File: config.mk
export PLATFORM = sky130hd
export DESIGN_NAME = sd_card_spi_host_sequencer_top
export DESIGN_NICKNAME = d
export VERILOG_FILES = /design/src/rtl/core/sdspi_pkg.sv /design/src/rtl/core/sdspi_front.sv /design/src/rtl/core/sdspi_seq.sv /design/src/rtl/core/sd_card_spi_host_sequencer_top.sv
export SDC_FILE = /design/constraint.sdc
export NUM_CORES = 1
export LEC_CHECK = 0
export BUFFER_PORTS_ARGS = -buffer_cell sky130_fd_sc_hd__buf_2
export CAP_MARGIN = 20
export CELL_PAD_IN_SITES_DETAIL_PLACEMENT = 0
export CELL_PAD_IN_SITES_GLOBAL_PLACEMENT = 2
export CORE_ASPECT_RATIO = 0.8
export CORE_MARGIN = 2
export CORE_UTILIZATION = 40
export CTS_CLUSTER_DIAMETER = 80
export DETAILED_ROUTE_END_ITERATION = 8
export HOLD_SLACK_MARGIN = 0.05
export PLACE_DENSITY_LB_ADDON = 0.1
export SLEW_MARGIN = 20
export SYNTH_ARGS = -nofsm -noshare
export SYNTH_HDL_FRONTEND = slang
export SYNTH_HIERARCHICAL = 1
export SYNTH_SLANG_ARGS = --single-unit
File: constraint.sdc
create_clock -name clk -period 9.68 [get_ports clk]
set_clock_uncertainty 0.15 [all_clocks]
set_input_delay 1.452 -clock clk [delete_from_list [all_inputs] [get_ports clk]]
set_output_delay 1.452 -clock clk [all_outputs]
set_load 0.02 [all_outputs]
File: src/rtl/core/sdspi_pkg.sv
// Package for the SD card SPI host sequencer: phase and continuation codes,
// opcodes, status codes and protocol constants. No dependencies.
package sdspi_pkg;

  typedef enum logic [2:0] {
    OP_INIT  = 3'd0,
    OP_READ  = 3'd1,
    OP_WRITE = 3'd2,
    OP_BYTE  = 3'd3,
    OP_TICK  = 3'd4
  } opcode_t;

  typedef enum logic [5:0] {
    P_IDLE      = 6'd0,
    P_WAKE      = 6'd1,
    P_CMD_READY = 6'd2,
    P_CMD_SEND  = 6'd3,
    P_CMD_RESP  = 6'd4,
    P_OCR       = 6'd5,
    P_SLEEP     = 6'd6,
    P_CSD_TOKEN = 6'd7,
    P_CSD       = 6'd8,
    P_RD_TOKEN  = 6'd9,
    P_RD_DATA   = 6'd10,
    P_RD_CRC    = 6'd11,
    P_WR_READY  = 6'd12,
    P_WR_TOKEN  = 6'd13,
    P_WR_DATA   = 6'd14,
    P_WR_RESP   = 6'd15,
    P_ST_READY  = 6'd16,
    P_ST_TOKEN  = 6'd17,
    K_CMD0      = 6'd20,
    K_CMD8      = 6'd21,
    K_V2POLL    = 6'd22,
    K_CMD58     = 6'd23,
    K_PROBE     = 6'd24,
    K_V1POLL    = 6'd25,
    K_CMD16     = 6'd26,
    K_CMD9      = 6'd27,
    K_RD        = 6'd28,
    K_RD_STOP   = 6'd29,
    K_WR23      = 6'd30,
    K_WR        = 6'd31,
    K_OCR8      = 6'd32,
    K_OCR58     = 6'd33
  } phase_t;

  localparam logic [2:0] ST_OK      = 3'd0;
  localparam logic [2:0] ST_NO_CARD = 3'd1;
  localparam logic [2:0] ST_TIMEOUT = 3'd2;
  localparam logic [2:0] ST_IO_ERR  = 3'd3;
  localparam logic [2:0] ST_NO_INIT = 3'd4;

  localparam logic [1:0] KIND_UNKNOWN = 2'd0;
  localparam logic [1:0] KIND_SD1     = 2'd1;
  localparam logic [1:0] KIND_SD2     = 2'd2;
  localparam logic [1:0] KIND_MMC     = 2'd3;

  localparam logic [7:0] APP_FLAG   = 8'h80;
  localparam logic [7:0] IDX_MASK   = 8'h7F;
  localparam logic [7:0] CMD_PREFIX = 8'h40;
  localparam logic [7:0] CRC_CMD0   = 8'h95;
  localparam logic [7:0] CRC_CMD8   = 8'h87;
  localparam logic [7:0] TOK_START  = 8'hFE;
  localparam logic [7:0] TOK_MULTI  = 8'hFC;
  localparam logic [7:0] TOK_STOP   = 8'hFD;
  localparam logic [7:0] RESP_MASK  = 8'h1F;
  localparam logic [7:0] RESP_OK    = 8'h05;
  localparam logic [7:0] IDLE_BYTE  = 8'hFF;
  localparam logic [31:0] ARG_CMD8  = 32'h0000_01AA;
  localparam logic [31:0] ARG_HCS   = 32'h4000_0000;

  // Command codes; the application flag marks commands sent after CMD55.
  localparam logic [7:0] CMD0   = 8'd0;
  localparam logic [7:0] CMD1   = 8'd1;
  localparam logic [7:0] CMD8   = 8'd8;
  localparam logic [7:0] CMD9   = 8'd9;
  localparam logic [7:0] CMD12  = 8'd12;
  localparam logic [7:0] CMD16  = 8'd16;
  localparam logic [7:0] CMD17  = 8'd17;
  localparam logic [7:0] CMD18  = 8'd18;
  localparam logic [7:0] CMD24  = 8'd24;
  localparam logic [7:0] CMD25  = 8'd25;
  localparam logic [7:0] CMD55  = 8'd55;
  localparam logic [7:0] CMD58  = 8'd58;
  localparam logic [7:0] ACMD23 = 8'h80 | 8'd23;
  localparam logic [7:0] ACMD41 = 8'h80 | 8'd41;

  localparam int unsigned SECTOR_BYTES = 512;

  // Request as it travels from the front part to the sequencer.
  typedef struct packed {
    opcode_t     op;
    logic [7:0]  rx_byte;
    logic [7:0]  write_byte;
    logic [31:0] sector_address;
    logic [15:0] sector_count;
  } req_t;

  // One result item.
  typedef struct packed {
    logic [7:0]  tx_byte;
    logic        tx_request;
    logic        sel;
    logic [7:0]  read_byte;
    logic        read_valid;
    logic        busy_res;
    logic        done_res;
    logic [2:0]  status;
    logic [1:0]  card_kind;
    logic        block_addressed;
    logic [31:0] capacity_blocks;
    logic [15:0] sectors_done;
  } res_t;

endpackage

File: src/rtl/core/sdspi_front.sv
// Front part: accepts requests and parks them in a two-entry queue.
// Depends on sdspi_pkg.
module sdspi_front (
  input  logic            clk,
  input  logic            rst_n,
  input  logic            in_valid,
  output logic            in_stall,
  input  logic [2:0]      in_opcode,
  input  logic [7:0]      in_rx_byte,
  input  logic [7:0]      in_write_byte,
  input  logic [31:0]     in_sector_address,
  input  logic [15:0]     in_sector_count,
  output logic            q_valid,
  input  logic            q_take,
  output sdspi_pkg::req_t q_req
);
  import sdspi_pkg::*;

  req_t       mem_r [2];
  logic       wptr_r, rptr_r;
  logic [1:0] cnt_r;
  logic       push;
  logic       pop;
  req_t       in_req;

  // Every opcode is queued; the sequencer treats unused codes as no-ops.
  always_comb begin
    in_req.op             = opcode_t'(in_opcode);
    in_req.rx_byte        = in_rx_byte;
    in_req.write_byte     = in_write_byte;
    in_req.sector_address = in_sector_address;
    in_req.sector_count   = in_sector_count;
  end

  assign in_stall = (cnt_r == 2'd2);
  assign push     = in_valid && !in_stall;
  assign q_valid  = (cnt_r != 2'd0);
  assign pop      = q_valid && q_take;
  assign q_req    = mem_r[rptr_r];

  // Queue storage.
  always_ff @(posedge clk) begin
    if (push) begin
      mem_r[wptr_r] <= in_req;
    end
  end

  // Queue pointers and fill count.
  always_ff @(posedge clk) begin
    if (!rst_n) begin
      wptr_r <= 1'b0;
      rptr_r <= 1'b0;
      cnt_r  <= 2'd0;
    end else begin
      if (push) wptr_r <= ~wptr_r;
      if (pop) rptr_r <= ~rptr_r;
      cnt_r <= cnt_r + {1'b0, push} - {1'b0, pop};
    end
  end
endmodule

File: src/rtl/core/sdspi_seq.sv
// Back part: the card sequencer that handles one request per cycle while its
// two-entry registered output queue has room. Depends on sdspi_pkg.
module sdspi_seq #(
  parameter int unsigned RESPONSE_TRIES = 10,
  parameter int unsigned WAKE_BYTES     = 50
) (
  input  logic            clk,
  input  logic            rst_n,
  input  logic            cfg_write,
  input  logic [15:0]     cfg_timeout_ticks,
  input  logic            q_valid,
  output logic            q_take,
  input  sdspi_pkg::req_t q_req,
  output logic            res_valid,
  input  logic            res_take,
  output sdspi_pkg::res_t res
);
  import sdspi_pkg::*;

  // Sequencer state.
  logic [15:0] tmo_r;
  phase_t      phase_r, phase_nxt, resume_r, resume_nxt;
  logic [7:0]  cidx_r, cidx_nxt;
  logic [31:0] carg_r, carg_nxt;
  logic        app_r, app_nxt;
  logic [9:0]  bcnt_r, bcnt_nxt;
  logic [3:0]  retry_r, retry_nxt;
  logic [15:0] elapsed_r, elapsed_nxt, wait_r, wait_nxt;
  logic [7:0]  regs_r [16];
  logic        reg_we;
  logic [3:0]  reg_wa;
  logic [1:0]  kind_r, kind_nxt;
  logic        addr_r, addr_nxt, ready_r, ready_nxt;
  logic [31:0] size_r, size_nxt;
  logic [15:0] left_r, left_nxt, xdone_r, xdone_nxt;
  logic [2:0]  stat_r, stat_nxt;
  logic        sel_r, sel_nxt, multi_r, multi_nxt;
  logic [31:0] xaddr_r, xaddr_nxt;

  // Output queue.
  res_t       oq_r [2];
  logic       owp_r, orp_r;
  logic [1:0] ocnt_r;

  logic [7:0] o_tx, o_rb;
  logic       o_req, o_rv, o_done;
  logic       step;
  res_t       res_nxt;

  // Signals derived for the command packet and CSD decode.
  logic [7:0]  pidx;
  logic [31:0] parg;
  logic [9:0]  plen;
  logic [31:0] csd_c1, csd_c0;
  logic [4:0]  csd_n;
  logic [31:0] csd_size;

  assign q_take = q_valid && (ocnt_r != 2'd2);
  assign step   = q_take;

  always_comb begin
    pidx = app_r ? CMD55 : (cidx_r & IDX_MASK);
    parg = app_r ? 32'd0 : carg_r;
    plen = (pidx == CMD12) ? 10'd7 : 10'd6;
  end

  // Capacity from the CSD; version 2 counts in 512 KiB units.
  always_comb begin
    csd_c1 = ({24'd0, regs_r[9]} + {16'd0, regs_r[8], 8'd0} + 32'd1) << 10;
    csd_n  = {1'b0, regs_r[5][3:0]} + {4'd0, regs_r[10][7]}
           + {2'd0, regs_r[9][1:0], 1'b0} + 5'd2;
    csd_c0 = {30'd0, regs_r[8][7:6]} + {22'd0, regs_r[7], 2'd0}
           + {20'd0, regs_r[6][1:0], 10'd0} + 32'd1;
    if (regs_r[0][7:6] == 2'd1) csd_size = csd_c1;
    else if (csd_n >= 5'd9) csd_size = csd_c0 << (csd_n - 5'd9);
    else csd_size = csd_c0 >> (5'd9 - csd_n);
  end

  function automatic logic [7:0] pkt_byte(input logic [9:0] k, input logic [7:0] idx,
                                          input logic [31:0] a);
    logic [7:0] b;
    b = IDLE_BYTE;
    unique case (k)
      10'd0: b = CMD_PREFIX | idx;
      10'd1: b = a[31:24];
      10'd2: b = a[23:16];
      10'd3: b = a[15:8];
      10'd4: b = a[7:0];
      10'd5: b = (idx == CMD0) ? CRC_CMD0 : ((idx == CMD8) ? CRC_CMD8 : 8'h01);
      default: b = IDLE_BYTE;
    endcase
    return b;
  endfunction

  // Next state: one request moves the sequencer by one step.
  always_comb begin
    logic       do_cont, do_begin, do_start, do_fin, do_rdend, do_wrend, blk_ok;
    logic       do_rdstart, do_wrstart, do_ststart, do_ocr;
    logic [7:0] cont_resp, s_code;
    logic [31:0] s_arg;
    phase_t     cont_k, s_k, ocr_k;
    logic [2:0] fin_st;
    logic [31:0] xa;
    logic        v2p, v1p, v2a, v1a;
    logic [7:0]  v1code;
    logic [7:0]  rx;

    phase_nxt = phase_r; resume_nxt = resume_r; cidx_nxt = cidx_r; carg_nxt = carg_r;
    app_nxt = app_r; bcnt_nxt = bcnt_r; retry_nxt = retry_r; elapsed_nxt = elapsed_r;
    wait_nxt = wait_r; kind_nxt = kind_r; addr_nxt = addr_r; ready_nxt = ready_r;
    size_nxt = size_r; left_nxt = left_r; xdone_nxt = xdone_r; stat_nxt = stat_r;
    sel_nxt = sel_r; multi_nxt = multi_r; xaddr_nxt = xaddr_r;
    reg_we = 1'b0; reg_wa = bcnt_r[3:0];
    o_tx = IDLE_BYTE; o_req = 1'b0; o_rb = 8'd0; o_rv = 1'b0; o_done = 1'b0;
    do_cont = 1'b0; do_begin = 1'b0; do_start = 1'b0; do_fin = 1'b0;
    do_rdend = 1'b0; do_wrend = 1'b0; blk_ok = 1'b0; do_ocr = 1'b0;
    do_rdstart = 1'b0; do_wrstart = 1'b0; do_ststart = 1'b0;
    cont_resp = 8'd0; cont_k = P_IDLE; s_code = 8'd0; s_arg = 32'd0; s_k = P_IDLE;
    ocr_k = P_IDLE; fin_st = ST_OK; xa = 32'd0;
    v2p = 1'b0; v1p = 1'b0; v2a = 1'b0; v1a = 1'b0; v1code = cidx_r;
    rx = q_req.rx_byte;

    if (step) begin
      // Request decode.
      if (q_req.op == OP_INIT && phase_r == P_IDLE) begin
        xdone_nxt = 16'd0; sel_nxt = 1'b0; kind_nxt = KIND_UNKNOWN;
        addr_nxt = 1'b0; ready_nxt = 1'b0; bcnt_nxt = 10'd0;
        phase_nxt = P_WAKE; o_tx = IDLE_BYTE; o_req = 1'b1;
      end else if ((q_req.op == OP_READ || q_req.op == OP_WRITE) && phase_r == P_IDLE) begin
        xdone_nxt = 16'd0;
        xa = addr_r ? q_req.sector_address : {q_req.sector_address[22:0], 9'd0};
        if (size_r == 32'd0) begin
          do_fin = 1'b1; fin_st = ST_NO_CARD;
        end else if (!ready_r) begin
          do_fin = 1'b1; fin_st = ST_NO_INIT;
        end else if (q_req.sector_count == 16'd0) begin
          do_fin = 1'b1; fin_st = ST_OK;
        end else begin
          left_nxt = q_req.sector_count;
          multi_nxt = (q_req.sector_count != 16'd1);
          xaddr_nxt = xa;
          do_start = 1'b1; s_arg = xa;
          if (q_req.op == OP_READ) begin
            s_code = multi_nxt ? CMD18 : CMD17; s_k = K_RD;
          end else if (multi_nxt && (kind_r == KIND_SD1 || kind_r == KIND_SD2)) begin
            s_code = ACMD23; s_arg = {16'd0, q_req.sector_count}; s_k = K_WR23;
          end else begin
            s_code = multi_nxt ? CMD25 : CMD24; s_k = K_WR;
          end
        end
      end else if (q_req.op == OP_BYTE) begin
        // Byte exchanged: advance the phase.
        unique case (phase_r)
          P_WAKE: begin
            bcnt_nxt = bcnt_r + 10'd1;
            if (bcnt_nxt < 10'(WAKE_BYTES)) begin
              o_req = 1'b1;
            end else begin
              elapsed_nxt = 16'd0;
              do_start = 1'b1; s_code = CMD0; s_arg = 32'd0; s_k = K_CMD0;
            end
          end
          P_CMD_READY: begin
            if (rx == IDLE_BYTE) begin
              bcnt_nxt = 10'd0; phase_nxt = P_CMD_SEND;
              o_req = 1'b1; o_tx = pkt_byte(10'd0, pidx, parg);
            end else if (wait_r >= tmo_r) begin
              do_cont = 1'b1; cont_resp = IDLE_BYTE;
            end else begin
              o_req = 1'b1;
            end
          end
          P_CMD_SEND: begin
            bcnt_nxt = bcnt_r + 10'd1;
            o_req = 1'b1;
            if (bcnt_nxt < plen) begin
              o_tx = pkt_byte(bcnt_nxt, pidx, parg);
            end else begin
              retry_nxt = 4'(RESPONSE_TRIES); phase_nxt = P_CMD_RESP;
            end
          end
          P_CMD_RESP: begin
            if (rx[7] && retry_r > 4'd1) begin
              retry_nxt = retry_r - 4'd1; o_req = 1'b1;
            end else begin
              do_cont = 1'b1; cont_resp = rx;
            end
          end
          P_OCR: begin
            reg_we = 1'b1; reg_wa = bcnt_r[3:0];
            bcnt_nxt = bcnt_r + 10'd1;
            if (bcnt_nxt < 10'd4) o_req = 1'b1;
            else begin
              do_cont = 1'b1; cont_resp = 8'd0;
            end
          end
          P_CSD_TOKEN: begin
            if (rx == TOK_START) begin
              bcnt_nxt = 10'd0; phase_nxt = P_CSD; o_req = 1'b1;
            end else if (rx != IDLE_BYTE || wait_r >= tmo_r) begin
              do_fin = 1'b1; fin_st = ST_OK;
            end else o_req = 1'b1;
          end
          P_CSD: begin
            reg_we = (bcnt_r < 10'd16); reg_wa = bcnt_r[3:0];
            bcnt_nxt = bcnt_r + 10'd1;
            if (bcnt_nxt < 10'd18) o_req = 1'b1;
            else begin
              size_nxt = csd_size; do_fin = 1'b1; fin_st = ST_OK;
            end
          end
          P_RD_TOKEN: begin
            if (rx == TOK_START) begin
              bcnt_nxt = 10'd0; phase_nxt = P_RD_DATA; o_req = 1'b1;
            end else if (rx != IDLE_BYTE || wait_r >= tmo_r) begin
              do_rdend = 1'b1; blk_ok = 1'b0;
            end else o_req = 1'b1;
          end
          P_RD_DATA: begin
            o_rb = rx; o_rv = 1'b1; o_req = 1'b1;
            bcnt_nxt = bcnt_r + 10'd1;
            if (bcnt_r == 10'(SECTOR_BYTES - 1)) begin
              bcnt_nxt = 10'd0; phase_nxt = P_RD_CRC;
            end
          end
          P_RD_CRC: begin
            bcnt_nxt = bcnt_r + 10'd1;
            if (bcnt_nxt < 10'd2) o_req = 1'b1;
            else begin
              do_rdend = 1'b1; blk_ok = 1'b1;
            end
          end
          P_WR_READY: begin
            if (rx == IDLE_BYTE) begin
              phase_nxt = P_WR_TOKEN; o_req = 1'b1;
              o_tx = multi_r ? TOK_MULTI : TOK_START;
            end else if (wait_r >= tmo_r) begin
              do_wrend = 1'b1; blk_ok = 1'b0;
            end else o_req = 1'b1;
          end
          P_WR_TOKEN: begin
            bcnt_nxt = 10'd0; phase_nxt = P_WR_DATA;
            o_req = 1'b1; o_tx = q_req.write_byte;
          end
          P_WR_DATA: begin
            bcnt_nxt = bcnt_r + 10'd1; o_req = 1'b1;
            if (bcnt_r != 10'(SECTOR_BYTES - 1)) o_tx = q_req.write_byte;
            else begin
              bcnt_nxt = 10'd0; phase_nxt = P_WR_RESP;
            end
          end
          P_WR_RESP: begin
            bcnt_nxt = bcnt_r + 10'd1;
            if (bcnt_nxt < 10'd3) o_req = 1'b1;
            else begin
              do_wrend = 1'b1; blk_ok = ((rx & RESP_MASK) == RESP_OK);
            end
          end
          P_ST_READY: begin
            if (rx == IDLE_BYTE) begin
              phase_nxt = P_ST_TOKEN; o_req = 1'b1; o_tx = TOK_STOP;
            end else if (wait_r >= tmo_r) begin
              xdone_nxt = 16'd0; do_fin = 1'b1; fin_st = ST_OK;
            end else o_req = 1'b1;
          end
          P_ST_TOKEN: begin
            do_fin = 1'b1; fin_st = ST_OK;
          end
          default: ;
        endcase
      end else if (q_req.op == OP_TICK) begin
        if (elapsed_r != 16'hFFFF) elapsed_nxt = elapsed_r + 16'd1;
        if (wait_r != 16'hFFFF) wait_nxt = wait_r + 16'd1;
        if (phase_r == P_SLEEP) begin
          if (resume_r == K_V2POLL) v2p = 1'b1;
          else begin
            v1p = 1'b1; v1code = cidx_r;
          end
        end
      end

      // Command completion, with the CMD55 prefix handled first.
      if (do_cont) begin
        if (app_r) begin
          app_nxt = 1'b0;
          if (cont_resp > 8'd1) cont_k = resume_r;
          else begin
            do_begin = 1'b1; cont_k = P_IDLE;
          end
        end else cont_k = resume_r;
        if (!(app_r && cont_resp <= 8'd1)) begin
          unique case (cont_k)
            K_CMD0: begin
              if (cont_resp == 8'd1) begin
                do_start = 1'b1; s_code = CMD8; s_arg = ARG_CMD8; s_k = K_CMD8;
              end else begin
                do_fin = 1'b1; fin_st = ST_NO_CARD;
              end
            end
            K_CMD8: begin
              if (cont_resp == 8'd1) begin
                do_ocr = 1'b1; ocr_k = K_OCR8;
              end else begin
                do_start = 1'b1; s_code = ACMD41; s_arg = 32'd0; s_k = K_PROBE;
              end
            end
            K_OCR8: begin
              if (regs_r[2] == 8'h01 && (reg_wa == 4'd3 ? rx : regs_r[3]) == 8'hAA)
                v2p = 1'b1;
              else begin
                do_fin = 1'b1; fin_st = ST_IO_ERR;
              end
            end
            K_V2POLL, K_V1POLL: begin
              if (cont_resp != 8'd0) begin
                resume_nxt = cont_k; phase_nxt = P_SLEEP;
              end else if (cont_k == K_V2POLL) v2a = 1'b1;
              else v1a = 1'b1;
            end
            K_CMD58: begin
              if (cont_resp == 8'd0) begin
                do_ocr = 1'b1; ocr_k = K_OCR58;
              end else begin
                do_fin = 1'b1; fin_st = ST_TIMEOUT;
              end
            end
            K_OCR58: begin
              kind_nxt = KIND_SD2; addr_nxt = regs_r[0][6]; ready_nxt = 1'b1;
              size_nxt = 32'd0;
              do_start = 1'b1; s_code = CMD9; s_arg = 32'd0; s_k = K_CMD9;
            end
            K_PROBE: begin
              v1p = 1'b1;
              if (cont_resp <= 8'd1) begin
                kind_nxt = KIND_SD1; v1code = ACMD41;
              end else begin
                kind_nxt = KIND_MMC; v1code = CMD1;
              end
            end
            K_CMD16: begin
              if (cont_resp != 8'd0) begin
                kind_nxt = KIND_UNKNOWN; addr_nxt = 1'b0;
                do_fin = 1'b1; fin_st = ST_TIMEOUT;
              end else begin
                ready_nxt = 1'b1; size_nxt = 32'd0;
                do_start = 1'b1; s_code = CMD9; s_arg = 32'd0; s_k = K_CMD9;
              end
            end
            K_CMD9: begin
              if (cont_resp == 8'd0) begin
                wait_nxt = 16'd0; phase_nxt = P_CSD_TOKEN; o_req = 1'b1;
              end else begin
                do_fin = 1'b1; fin_st = ST_OK;
              end
            end
            K_RD: begin
              if (cont_resp != 8'd0) begin
                do_fin = 1'b1; fin_st = ST_IO_ERR;
              end else do_rdstart = 1'b1;
            end
            K_RD_STOP: begin
              do_fin = 1'b1; fin_st = ST_OK;
            end
            K_WR23: begin
              do_start = 1'b1; s_code = CMD25; s_arg = xaddr_r; s_k = K_WR;
            end
            K_WR: begin
              if (cont_resp != 8'd0) begin
                do_fin = 1'b1; fin_st = ST_IO_ERR;
              end else do_wrstart = 1'b1;
            end
            default: begin
              do_fin = 1'b1; fin_st = ST_IO_ERR;
            end
          endcase
        end
      end

      // Polling loops: a poll past the init deadline moves to its follow-up.
      // The deadline is checked against the tick count including this request.
      if (v2p) begin
        if (elapsed_nxt >= tmo_r) v2a = 1'b1;
        else begin
          do_start = 1'b1; s_code = ACMD41; s_arg = ARG_HCS; s_k = K_V2POLL;
        end
      end
      if (v1p) begin
        if (elapsed_nxt >= tmo_r) v1a = 1'b1;
        else begin
          do_start = 1'b1; s_code = v1code; s_arg = 32'd0; s_k = K_V1POLL;
        end
      end
      if (v2a) begin
        if (elapsed_nxt >= tmo_r) begin
          do_fin = 1'b1; fin_st = ST_TIMEOUT;
        end else begin
          do_start = 1'b1; s_code = CMD58; s_arg = 32'd0; s_k = K_CMD58;
        end
      end
      if (v1a) begin
        if (elapsed_nxt >= tmo_r) begin
          kind_nxt = KIND_UNKNOWN; addr_nxt = 1'b0;
          do_fin = 1'b1; fin_st = ST_TIMEOUT;
        end else begin
          do_start = 1'b1; s_code = CMD16; s_arg = 32'(SECTOR_BYTES); s_k = K_CMD16;
        end
      end

      // Block completion for read and write transfers.
      if (do_rdend || do_wrend) begin
        if (!multi_r) begin
          if (blk_ok) xdone_nxt = 16'd1;
          do_fin = 1'b1; fin_st = blk_ok ? ST_OK : ST_IO_ERR;
        end else begin
          if (blk_ok) begin
            xdone_nxt = xdone_r + 16'd1;
            left_nxt = left_r - 16'd1;
          end
          if (blk_ok && left_nxt != 16'd0) begin
            if (do_rdend) do_rdstart = 1'b1;
            else do_wrstart = 1'b1;
          end else if (do_rdend) begin
            do_start = 1'b1; s_code = CMD12; s_arg = 32'd0; s_k = K_RD_STOP;
          end else do_ststart = 1'b1;
        end
      end

      if (do_ocr) begin
        bcnt_nxt = 10'd0; resume_nxt = ocr_k; phase_nxt = P_OCR; o_req = 1'b1;
      end
      if (do_rdstart) begin
        wait_nxt = 16'd0; phase_nxt = P_RD_TOKEN; o_req = 1'b1;
      end
      if (do_wrstart) begin
        wait_nxt = 16'd0; phase_nxt = P_WR_READY; o_req = 1'b1;
      end
      if (do_ststart) begin
        wait_nxt = 16'd0; phase_nxt = P_ST_READY; o_req = 1'b1;
      end
      if (do_start) begin
        cidx_nxt = s_code; carg_nxt = s_arg; resume_nxt = s_k;
        app_nxt = s_code[7];
        do_begin = 1'b1;
      end
      if (do_begin) begin
        sel_nxt = 1'b1; wait_nxt = 16'd0; phase_nxt = P_CMD_READY;
        o_req = 1'b1; o_tx = IDLE_BYTE;
      end
      if (do_fin) begin
        phase_nxt = P_IDLE; sel_nxt = 1'b0; stat_nxt = fin_st; o_done = 1'b1;
        o_req = 1'b0; o_tx = IDLE_BYTE;
      end
    end
  end

  // Result assembly from the state after this step.
  always_comb begin
    res_nxt.tx_byte         = o_tx;
    res_nxt.tx_request      = o_req;
    res_nxt.sel             = sel_nxt;
    res_nxt.read_byte       = o_rb;
    res_nxt.read_valid      = o_rv;
    res_nxt.busy_res        = (phase_nxt != P_IDLE);
    res_nxt.done_res        = o_done;
    res_nxt.status          = stat_nxt;
    res_nxt.card_kind       = kind_nxt;
    res_nxt.block_addressed = addr_nxt;
    res_nxt.capacity_blocks = size_nxt;
    res_nxt.sectors_done    = xdone_nxt;
  end

  // Register file for OCR and CSD bytes.
  always_ff @(posedge clk) begin
    if (step && reg_we) regs_r[reg_wa] <= q_req.rx_byte;
  end

  // Payload registers of the sequencer.
  always_ff @(posedge clk) begin
    if (step) begin
      carg_r  <= carg_nxt;
      xaddr_r <= xaddr_nxt;
    end
  end

  // Control state of the sequencer.
  always_ff @(posedge clk) begin
    if (!rst_n) begin
      tmo_r <= 16'd500; phase_r <= P_IDLE; resume_r <= P_IDLE; cidx_r <= 8'd0;
      app_r <= 1'b0; bcnt_r <= 10'd0; retry_r <= 4'd0; elapsed_r <= 16'd0;
      wait_r <= 16'd0; kind_r <= KIND_UNKNOWN; addr_r <= 1'b0; ready_r <= 1'b0;
      size_r <= 32'd0; left_r <= 16'd0; xdone_r <= 16'd0; stat_r <= ST_OK;
      sel_r <= 1'b0; multi_r <= 1'b0;
    end else begin
      if (cfg_write) tmo_r <= cfg_timeout_ticks;
      if (step) begin
        phase_r <= phase_nxt; resume_r <= resume_nxt; cidx_r <= cidx_nxt;
        app_r <= app_nxt; bcnt_r <= bcnt_nxt; retry_r <= retry_nxt;
        elapsed_r <= elapsed_nxt; wait_r <= wait_nxt; kind_r <= kind_nxt;
        addr_r <= addr_nxt; ready_r <= ready_nxt; size_r <= size_nxt;
        left_r <= left_nxt; xdone_r <= xdone_nxt; stat_r <= stat_nxt;
        sel_r <= sel_nxt; multi_r <= multi_nxt;
      end
    end
  end

  // Output queue keeps results while the receiver stalls.
  always_ff @(posedge clk) begin
    if (step) oq_r[owp_r] <= res_nxt;
  end

  always_ff @(posedge clk) begin
    if (!rst_n) begin
      owp_r <= 1'b0; orp_r <= 1'b0; ocnt_r <= 2'd0;
    end else begin
      if (step) owp_r <= ~owp_r;
      if (res_valid && res_take) orp_r <= ~orp_r;
      ocnt_r <= ocnt_r + {1'b0, step} - {1'b0, res_valid && res_take};
    end
  end

  assign res_valid = (ocnt_r != 2'd0);
  assign res       = oq_r[orp_r];
endmodule

File: src/rtl/core/sd_card_spi_host_sequencer_top.sv
// SD card SPI-mode host sequencer, top level.
// Holds the request front part and the sequencer; depends on sdspi_pkg,
// sdspi_front and sdspi_seq.
//
// Usage: each input request is one opcode: an init, read or write request,
// a byte-exchanged report carrying the byte received from the card, or a
// millisecond tick. Every request yields exactly one result naming the next
// byte to exchange, chip select, received sector data and status. Opcodes
// 5 to 7 change nothing and return the current status fields.
// A request passes the input queue register, then the sequencer step writes
// its result into the output queue register; the step waits while that
// queue is full. Throughput is one request per cycle while the output queue
// has room; the sequencer does one step per request in its next-state logic.
// A two-entry queue sits on each side, so a stalled receiver fills the output
// queue and then the input queue before in_stall rises.
// Reset (rst_n low, synchronous) empties both queues, returns the sequencer
// to idle with card kind unknown and capacity zero, and sets the timeout to
// 500 ticks. The user writes cfg_timeout_ticks only while the block is idle;
// the block itself does not enforce this.
module sd_card_spi_host_sequencer_top #(
  parameter int unsigned RESPONSE_TRIES = 10,
  parameter int unsigned WAKE_BYTES     = 50
) (
  input  logic        clk,
  input  logic        rst_n,
  input  logic        cfg_write,
  input  logic [15:0] cfg_timeout_ticks,
  input  logic        in_valid,
  output logic        in_stall,
  input  logic [2:0]  in_opcode,
  input  logic [7:0]  in_rx_byte,
  input  logic [7:0]  in_write_byte,
  input  logic [31:0] in_sector_address,
  input  logic [15:0] in_sector_count,
  output logic        out_valid,
  input  logic        out_stall,
  output logic [7:0]  out_tx_byte,
  output logic        out_tx_request,
  output logic        out_select,
  output logic [7:0]  out_read_byte,
  output logic        out_read_valid,
  output logic        out_busy_res,
  output logic        out_done_res,
  output logic [2:0]  out_status,
  output logic [1:0]  out_card_kind,
  output logic        out_block_addressed,
  output logic [31:0] out_capacity_blocks,
  output logic [15:0] out_sectors_done
);
  import sdspi_pkg::*;

  logic q_valid, q_take;
  req_t q_req;
  res_t res;

  sdspi_front u_front (
    .clk, .rst_n, .in_valid, .in_stall, .in_opcode, .in_rx_byte, .in_write_byte,
    .in_sector_address, .in_sector_count, .q_valid, .q_take, .q_req
  );

  sdspi_seq #(
    .RESPONSE_TRIES(RESPONSE_TRIES),
    .WAKE_BYTES    (WAKE_BYTES)
  ) u_seq (
    .clk, .rst_n, .cfg_write, .cfg_timeout_ticks, .q_valid, .q_take, .q_req,
    .res_valid(out_valid), .res_take(!out_stall), .res
  );

  // Result fields onto the output ports.
  assign out_tx_byte         = res.tx_byte;
  assign out_tx_request      = res.tx_request;
  assign out_select          = res.sel;
  assign out_read_byte       = res.read_byte;
  assign out_read_valid      = res.read_valid;
  assign out_busy_res        = res.busy_res;
  assign out_done_res        = res.done_res;
  assign out_status          = res.status;
  assign out_card_kind       = res.card_kind;
  assign out_block_addressed = res.block_addressed;
  assign out_capacity_blocks = res.capacity_blocks;
  assign out_sectors_done    = res.sectors_done;
endmodule

==> qor_table.md, run 1 <==
| Item | Value | Unit |
|:---|:---|:---|
| Outcome | complete, no violations | - |
| Worst-path clk slew | 0.06 | ns |
| Htree depth | 2 | - |
| Placed wire-length estimate after detailed placement | 68.7 | mm |
| Synth top area cells | sky130_fd_sc_hd__edfxtp_1, sky130_fd_sc_hd__dfxtp_1, sky130_fd_sc_hd__mux2_2, sky130_fd_sc_hd__nand2_1, sky130_fd_sc_hd__o21ai_0 | - |
| Most area-hungry cell type in the Yosys netlist | sky130_fd_sc_hd__edfxtp_1 | - |
| Largest buffer count on any clock path | 3 | - |
| Internal Pwr Total | 5.00 | mW |
| Unrepaired setup endpoints after global routing | false | - |
| Fin nets | 3035 | - |
| Final critical-path required period | 7.47 | ns |
| Fmax | 134 | MHz |
| Critical path class | reg2reg | - |
| Routed via count | 23000 | - |
| Most frequently used flop master after synthesis | sky130_fd_sc_hd__edfxtp_1 | - |
| Top cells by count, synth | sky130_fd_sc_hd__edfxtp_1, sky130_fd_sc_hd__nand2_1, sky130_fd_sc_hd__nor2_1, sky130_fd_sc_hd__o21ai_0, sky130_fd_sc_hd__dfxtp_1 | - |
| Cell Area, Synth | 29200 | sq um |
| Overall routed net length | 94.6 | mm |
| Relative slew slack | 0.266 | - |
| Yosys reg bits | 563 | - |
| Flop pwr share | 0.420 | - |
| CTS buffer count | 59 | - |
| Std-Cell Core Area | 72200 | sq um |
| Tightest Pin Transition | 1.09 | ns |
| Sequential area share after synthesis | 0.522 | - |
| Post-CTS repair timing setup buffer count | 0 | - |
| Required time at the worst-slack endpoint | 10.08 | ns |
| Final hold vios | 0 | - |
| Startpoint of the most critical hold path | u_seq/cidx_r[7]$_SDFFE_PN0P_ | - |
| Antenna violation net count after detailed routing | 0 | - |
| Fin crit share | 0.772 | - |
| Pwr/cell area | 223 | nW/um^2 |
| Max-cap viol count | 0 | - |
| Warnings, synthesis | 6 | - |
| Largest driver fanout on the critical path | 24 | - |
| Clock tree from TritonCTS | built | - |
| Launch point of the worst reg-to-reg path | u_seq/bcnt_r[0]$_SDFFE_PN0P_ | - |
| Number of input and output port buffers inserted | 164 | - |
| Cell with the most instances after synthesis | sky130_fd_sc_hd__edfxtp_1 | - |
| Synthesized area per cell | 10.5 | sq um |
| FILL cells | 6749 | - |
| Launching element type of the critical path | register | - |
| Yosys cell types | 92 | - |
| Total die area | 75200 | sq um |
| Fraction of registers with async set/reset | 0 | - |
| Tightest Hold Check Type | reg2reg | - |
| Initial core utilization | 0.404 | - |
| Number of rows created at floorplan | 88 | - |
| Pin count of the biggest net entering global routing | 94 | - |
| Final number of setup-violating endpoints | 0 | - |
| Sequential cell area | 15300 | sq um |
| Area share of the largest cell type after synthesis | 0.408 | - |
| Final RePlAce weighted congestion | 0.922 | - |
| Max Slew Vio Count | 0 | - |
| Number of antenna violations at the first check in global routing | 10 | - |
| Worst vdd ir | 0.000190 | V |
| Synthesis-to-finish area growth | 13.2 | % |
| Reported leakage power | 11.6 | nW |
| First-pass DRT Iterations | 6 | - |
| Wire length of the first global-routing pass | 140 | mm |
| Hold bufs inserted after CTS | 0 | - |
| Gr ovfl total | 0 | - |
| Net switching share of the total power | 0.323 | - |
| Post-synthesis net count | 2923 | - |
| I/O pin total | 165 | - |
| Net switching component of the power | 2.39 | mW |
| Total design power | 7.39 | mW |
| Multi-input gate area in the final layout | 13100 | sq um |
| Resized Gates After CTS | 0 | - |
| Wirelength per Cell | 24.3 | microns |
| Clock power share | 0.325 | - |
| Vertical die dimension | 246 | microns |
| Width of the die | 306 | microns |
| Clock Sink Count | 563 | - |
| Vias in the first global route | 21700 | - |
| Via density | 5.91 | - |
| Crit path capture type | register | - |
| Detailed router's first-iteration violation count | 2187 | - |
| Gate count after technology mapping | 2776 | - |
| Worst-Skew Late Latency | 0.65 | ns |
| Detailed-route DRC error count | 0 | - |
| Fraction of layout cells with a size suffix above 1 | 0.178 | - |
| Sum of negative setup slack | 0 | ns |
| Arr. time, crit path | 7.87 | ns |
| Combinational group share of total power | 0.255 | - |
| Worst Setup SP | u_seq/bcnt_r[0]$_SDFFE_PN0P_ | - |
| EDFF count, synth | 397 | - |
| Clock Tree Root | sky130_fd_sc_hd__clkbuf_16 | - |
| Total GRT Usage | 0.247 | - |
-- worst paths after layout --
kind / endpoint / slack, ns / depth (start not counted)
worst max register to register: u_seq/cidx_r[0]$_SDFFE_PN0P_ / 2.21 / 23
worst min register to register: u_seq/cidx_r[7]$_SDFFE_PN0P_ / 0.33 / 2
worst min-delay path: u_seq/cidx_r[7]$_SDFFE_PN0P_ / 0.33 / 2
worst max-delay path: u_seq/cidx_r[0]$_SDFFE_PN0P_ / 2.21 / 23
-- layout by cell type (no fill, tap or decap), types with 12 or more instances in the layout --
| master | netlist | layout |
|---|---|---|
| sky130_fd_sc_hd__o31ai_1 | 25 | 25 |
| sky130_fd_sc_hd__edfxtp_1 | 397 | 397 |
| sky130_fd_sc_hd__clkbuf_8 | 0 | 14 |
| sky130_fd_sc_hd__nand2b_1 | 24 | 24 |
| sky130_fd_sc_hd__clkinv_2 | 0 | 12 |
| sky130_fd_sc_hd__or3_1 | 19 | 19 |
| sky130_fd_sc_hd__nand4_1 | 38 | 38 |
| sky130_fd_sc_hd__xor2_1 | 16 | 16 |
| sky130_fd_sc_hd__a21o_1 | 15 | 15 |
| sky130_fd_sc_hd__nor2b_1 | 24 | 24 |
| sky130_fd_sc_hd__and2_1 | 105 | 104 |
| sky130_fd_sc_hd__mux2_4 | 30 | 30 |
| sky130_fd_sc_hd__buf_2 | 10 | 164 |
| sky130_fd_sc_hd__a31oi_1 | 42 | 42 |
| sky130_fd_sc_hd__buf_4 | 2 | 38 |
| sky130_fd_sc_hd__dfxtp_1 | 166 | 164 |
| sky130_fd_sc_hd__nor3_1 | 78 | 76 |
| sky130_fd_sc_hd__a22o_1 | 31 | 31 |
| sky130_fd_sc_hd__inv_1 | 66 | 65 |
| sky130_fd_sc_hd__a22oi_1 | 26 | 26 |
| sky130_fd_sc_hd__nor2_1 | 202 | 198 |
| sky130_fd_sc_hd__o21ai_0 | 169 | 169 |
| sky130_fd_sc_hd__and3_1 | 31 | 30 |
| sky130_fd_sc_hd__nand3_1 | 84 | 84 |
| sky130_fd_sc_hd__ha_1 | 58 | 58 |
| sky130_fd_sc_hd__or4_1 | 19 | 19 |
| sky130_fd_sc_hd__nor4_1 | 28 | 28 |
| sky130_fd_sc_hd__o211ai_1 | 27 | 27 |
| sky130_fd_sc_hd__xnor2_1 | 30 | 30 |
| sky130_fd_sc_hd__clkbuf_16 | 0 | 60 |
| sky130_fd_sc_hd__mux2i_1 | 35 | 35 |
| sky130_fd_sc_hd__mux2_2 | 144 | 144 |
| sky130_fd_sc_hd__o21a_1 | 21 | 21 |
| sky130_fd_sc_hd__a211oi_1 | 34 | 34 |
| sky130_fd_sc_hd__nand2_1 | 276 | 276 |
| sky130_fd_sc_hd__o22ai_1 | 26 | 26 |
| sky130_fd_sc_hd__a21oi_1 | 146 | 146 |
-- metal layers --
metal / global-route usage / vias to the layer above / wire, microns / share of wire
li1: - / 10700 / - / -
met1: 0.363 / 11200 / 44200 / 0.47
met2: 0.365 / 870 / 40500 / 0.43
met3: 0.0505 / 144 / 7310 / 0.077
met4: 0.0734 / 2 / 2620 / 0.028
met5: 0 / - / 13 / 0.00014
-- power groups by stage --
stage	sequential (mW)	combinational [mW]	clock, mW
floorplan	3.11	1.22	0
global placement	3.14	1.88	0
detailed placement	3.16	1.89	0
CTS	3.11	1.90	2.46
global route	3.13	2.02	2.55
finish	3.10	1.88	2.40
-- flip-flops by register name (all words and copies together) (netlist names), 4 cells and up, named ones only --
signal / count
u_seq/oq_r: 150
u_seq/elapsed_r: 16
u_seq/left_r: 16
u_seq/retry_r: 4
u_seq/wait_r: 16
u_front/mem_r: 134
u_seq/cidx_r: 8
u_seq/tmo_r: 16
u_seq/carg_r: 32
u_seq/phase_r: 6
u_seq/size_r: 32
u_seq/resume_r: 6
u_seq/regs_r: 49
u_seq/xaddr_r: 32
u_seq/xdone_r: 16
u_seq/bcnt_r: 10
-- kinds of logic (layout without fill, tap and decap cells) --
logic type / count (synthesis) / in the layout / share of synthesized area
buf+inv: 221 / 384 / 0.0301
simple gates: 987 / 987 / 0.169
flops: 563 / 563 / 0.522
xor+xnor: 46 / 46 / 0.0138
compound gates: 691 / 691 / 0.156
mux: 209 / 209 / 0.0830
fa+ha+maj: 59 / 59 / 0.0255
other cells: 0 / 4 / 0
-- critical path, cell delays in order (launching register included) --
cell                        delay (ns)
sky130_fd_sc_hd__dfxtp_1          0.61
sky130_fd_sc_hd__inv_1            0.21
sky130_fd_sc_hd__ha_1             0.52
sky130_fd_sc_hd__and3b_1          0.22
sky130_fd_sc_hd__o21ai_0          0.23
sky130_fd_sc_hd__o211ai_1         0.13
sky130_fd_sc_hd__a21oi_1          0.38
sky130_fd_sc_hd__nand2_1          0.44
sky130_fd_sc_hd__nand3_1          0.20
sky130_fd_sc_hd__o21ai_0          0.15
sky130_fd_sc_hd__ha_1             0.21
sky130_fd_sc_hd__a21o_1           0.17
sky130_fd_sc_hd__a2111oi_0        0.40
sky130_fd_sc_hd__o21ai_0          0.17
sky130_fd_sc_hd__o2111ai_1        0.14
sky130_fd_sc_hd__o311a_1          0.65
sky130_fd_sc_hd__o211a_1          0.34
sky130_fd_sc_hd__nor3_2           0.10
sky130_fd_sc_hd__nand3_1          0.18
sky130_fd_sc_hd__nand2_1          0.11
sky130_fd_sc_hd__inv_1            0.58
sky130_fd_sc_hd__buf_4            0.43
sky130_fd_sc_hd__o21ai_0          0.29
sky130_fd_sc_hd__a221oi_1         0.33
-- stage by stage --
step           instance area [sq um]  cells  hold WS, ns   util  setup slack, ns
6_report                       33100   3888        0.333  0.458             2.21
5_1_grt                        33000   3884        0.362  0.457             1.59
4_1_cts                        33000   3883        0.335  0.457             2.28
3_5_place_dp                   30900   3771        0.325  0.428             2.33
3_3_place_gp                   30900   3771        0.302  0.428             2.46
2_1_floorplan                  29200   2776        0.287      -             3.66
-- final cells by class --
class / instances / share of cell area
diodes: 4 / 0.000303
clock inverters: 28 / 0.0108
multi-input cells: 1992 / 0.397
flip-flops and latches: 563 / 0.461
inverters: 69 / 0.00784
well taps: 945 / 0.0358
repair buffers: 203 / 0.0341
clock buffers: 84 / 0.0524
(Power assumes the default switching activity.)
==> run 2: changes to the inputs <==
Settings changed: CORE_UTILIZATION 40 to 37.
Clock period 9.68 ns to 6.3 ns, I/O delays scaled along.
==> qor_table.md, run 2 (synthesis results as in run 1) <==
| Item | Value | Unit | vs previous |
|:---|:---|:---|:---|
| Clock Sink Count | 563 | - | unchanged |
| Arr. time, crit path | 6.05 | ns | -1.82 ns |
| Largest buffer count on any clock path | 3 | - | unchanged |
| Register ranked first by flip-flop count | u_seq/oq_r | - |  |
| Fin crit share | 0.897 | - | +0.125 |
| Total die area | 81200 | sq um | +8.0% |
| Pwr/cell area | 340 | nW/um^2 | +52% |
| Final hold vios | 0 | - | unchanged |
| Wirelength per Cell | 24.5 | microns | +0.91% |
| Reported leakage power | 11.7 | nW | +0.93% |
| Fmax | 177 | MHz | +32% |
| Initial core utilization | 0.372 | - | -0.0323 |
| Tightest Hold Check Type | in2reg | - |  |
| Max Slew Vio Count | 0 | - | unchanged |
| Detailed-route DRC error count | 0 | - | unchanged |
| Wire length of the first global-routing pass | 145 | mm | +3.6% |
| Largest driver fanout on the critical path | 17 | - | -29% |
| Tightest Pin Transition | 0.978 | ns | -0.115 ns |
| Number of rows created at floorplan | 92 | - | +4.5% |
| Width of the die | 318 | microns | +3.9% |
| Relative slew slack | 0.348 | - | +0.0813 |
| Fraction of layout cells with a size suffix above 1 | 0.186 | - | +0.00767 |
| Vias in the first global route | 22000 | - | +1.4% |
| Number of input and output port buffers inserted | 164 | - | unchanged |
| Std-Cell Core Area | 78500 | sq um | +8.7% |
| Most common cell after layout, fill and taps aside | sky130_fd_sc_hd__edfxtp_1 | - |  |
| Antenna violation net count after detailed routing | 0 | - | unchanged |
| Launching element type of the critical path | register | - |  |
| Htree depth | 2 | - | unchanged |
| Total GRT Usage | 0.235 | - | -0.0114 |
| Worst-path clk slew | 0.07 | ns | about the same |
| Gr ovfl total | 0 | - | unchanged |
| Number of flip-flops under the largest register name | 150 | - | unchanged |
| Resized Gates After CTS | 0 | - | unchanged |
| Leading cell types in the layout, fill and taps excluded | sky130_fd_sc_hd__edfxtp_1, sky130_fd_sc_hd__nand2_1, sky130_fd_sc_hd__nor2_1, sky130_fd_sc_hd__o21ai_0, sky130_fd_sc_hd__buf_2 | - |  |
| Crit path capture type | register | - |  |
| Vertical die dimension | 255 | microns | +3.9% |
| Routed via count | 23200 | - | +0.88% |
| Outcome | complete, no violations | - |  |
| Worst vdd ir | 0.000274 | V | +44% |
| I/O pin total | 165 | - | unchanged |
| Critical path class | reg2reg | - |  |
| Overall routed net length | 98.2 | mm | +3.8% |
| Clock tree from TritonCTS | built | - |  |
| Final critical-path required period | 5.65 | ns | -1.82 ns |
| Final number of setup-violating endpoints | 0 | - | unchanged |
| Biggest regs | u_seq/oq_r x150, u_front/mem_r x134, u_seq/regs_r x49 | - |  |
| Unrepaired setup endpoints after global routing | false | - |  |
| Sum of negative setup slack | 0 | ns | unchanged |
| Post-CTS repair timing setup buffer count | 0 | - | unchanged |
| Max-cap viol count | 0 | - | unchanged |
| CTS buffer count | 60 | - | +1.7% |
| Synthesis-to-finish area growth | 14.2 | % |  |
| Final RePlAce weighted congestion | 0.890 | - | -3.5% |
| Clock Tree Root | sky130_fd_sc_hd__clkbuf_16 | - |  |
| FILL cells | 7605 | - | +13% |
| Worst-Skew Late Latency | 0.69 | ns | +0.04 ns |
| Fin nets | 3058 | - | +0.76% |
| Via density | 5.80 | - | -1.9% |
| Hold bufs inserted after CTS | 0 | - | unchanged |
| Worst hold slack after final layout | 0.297 | ns | -0.0365 ns |
| First-pass DRT Iterations | 5 | - | -1 |
| Number of antenna violations at the first check in global routing | 10 | - | unchanged |
| Required time at the worst-slack endpoint | 6.70 | ns | -3.38 ns |
| Pin count of the biggest net entering global routing | 93 | - | -1.1% |
| Detailed router's first-iteration violation count | 2087 | - | -4.6% |
| Placed wire-length estimate after detailed placement | 72.1 | mm | +4.8% |
==> run 2: metal layers <==
metal,global-route usage,up-vias,share of wire
li1,-,10700,-
met1,0.347,11500,0.48
met2,0.362,784,0.43
met3,0.0347,137,0.061
met4,0.0592,2,0.024
met5,0,-,0.00013
==> run 2: path summary, 6_finish.rpt <==
check / from / endpoint / slack (ns) / cells past startpoint
worst min register to register: u_seq/cidx_r[7]$_SDFFE_PN0P_ / u_seq/cidx_r[7]$_SDFFE_PN0P_ / 0.33 / 2
worst max-delay path: u_seq/bcnt_r[1]$_SDFFE_PN0P_ / u_seq/cidx_r[0]$_SDFFE_PN0P_ / 0.65 / 23
worst max register to register: u_seq/bcnt_r[1]$_SDFFE_PN0P_ / u_seq/cidx_r[0]$_SDFFE_PN0P_ / 0.65 / 23
worst min-delay path: in_write_byte[4] / u_front/mem_r[0][52]$_DFFE_PP_ / 0.30 / 1
==> run 2: area by class of cell <==
class / instances / area [sq um] / area share
clock inverters: 34 / 344 / 0.0103
repair buffers: 225 / 1320 / 0.0397
multi-input cells: 1992 / 13200 / 0.394
flip-flops and latches: 563 / 15300 / 0.457
well taps: 1034 / 1290 / 0.0388
inverters: 69 / 259 / 0.00776
clock buffers: 80 / 1720 / 0.0516
diodes: 3 / 7.51 / 0.000225
==> run 2: critical path: stages (launching register included) <==
cell and delay, ns:
sky130_fd_sc_hd__dfxtp_2 0.45, sky130_fd_sc_hd__inv_1 0.11, sky130_fd_sc_hd__ha_1 0.29, sky130_fd_sc_hd__and3b_1 0.17
sky130_fd_sc_hd__o21ai_0 0.21, sky130_fd_sc_hd__o211ai_1 0.16, sky130_fd_sc_hd__a21oi_1 0.33, sky130_fd_sc_hd__nand2_2 0.29
sky130_fd_sc_hd__nand3_1 0.15, sky130_fd_sc_hd__o21ai_0 0.15, sky130_fd_sc_hd__ha_1 0.22, sky130_fd_sc_hd__a21o_1 0.17
sky130_fd_sc_hd__a2111oi_0 0.35, sky130_fd_sc_hd__o21ai_0 0.15, sky130_fd_sc_hd__o2111ai_1 0.16, sky130_fd_sc_hd__o311a_1 0.36
sky130_fd_sc_hd__o211a_1 0.27, sky130_fd_sc_hd__nor3_2 0.09, sky130_fd_sc_hd__nand3_1 0.22, sky130_fd_sc_hd__nand2_1 0.13
sky130_fd_sc_hd__inv_1 0.10, sky130_fd_sc_hd__buf_4 0.24, sky130_fd_sc_hd__o21ai_0 0.26, sky130_fd_sc_hd__a221oi_1 0.35
==> run 2: per-stage QoR <==
| stage | utilization | setup slack (ns) | power (mW) | instance area [sq um] | cells |
|---|---|---|---|---|---|
| detailed placement | 0.398 | 0.253 | 7.81 | 31200 | 3882 |
| global route | 0.425 | 0.0751 | 11.8 | 33400 | 3998 |
| floorplan | - | 0.281 | 6.65 | 29200 | 2776 |
| global placement | 0.398 | 0.306 | 7.76 | 31200 | 3882 |
| CTS | 0.424 | 0.219 | 11.5 | 33300 | 3996 |
| finish | 0.425 | 0.650 | 11.3 | 33400 | 4000 |
==> run 2: report_power, final <==
| group | total [mW] | switching (mW) | internal, mW |
|---|---|---|---|
| clock network | 3.63 | 1.57 | 2.06 |
| logic | 2.98 | 2.02 | 0.960 |
| registers | 4.73 | 0.160 | 4.57 |
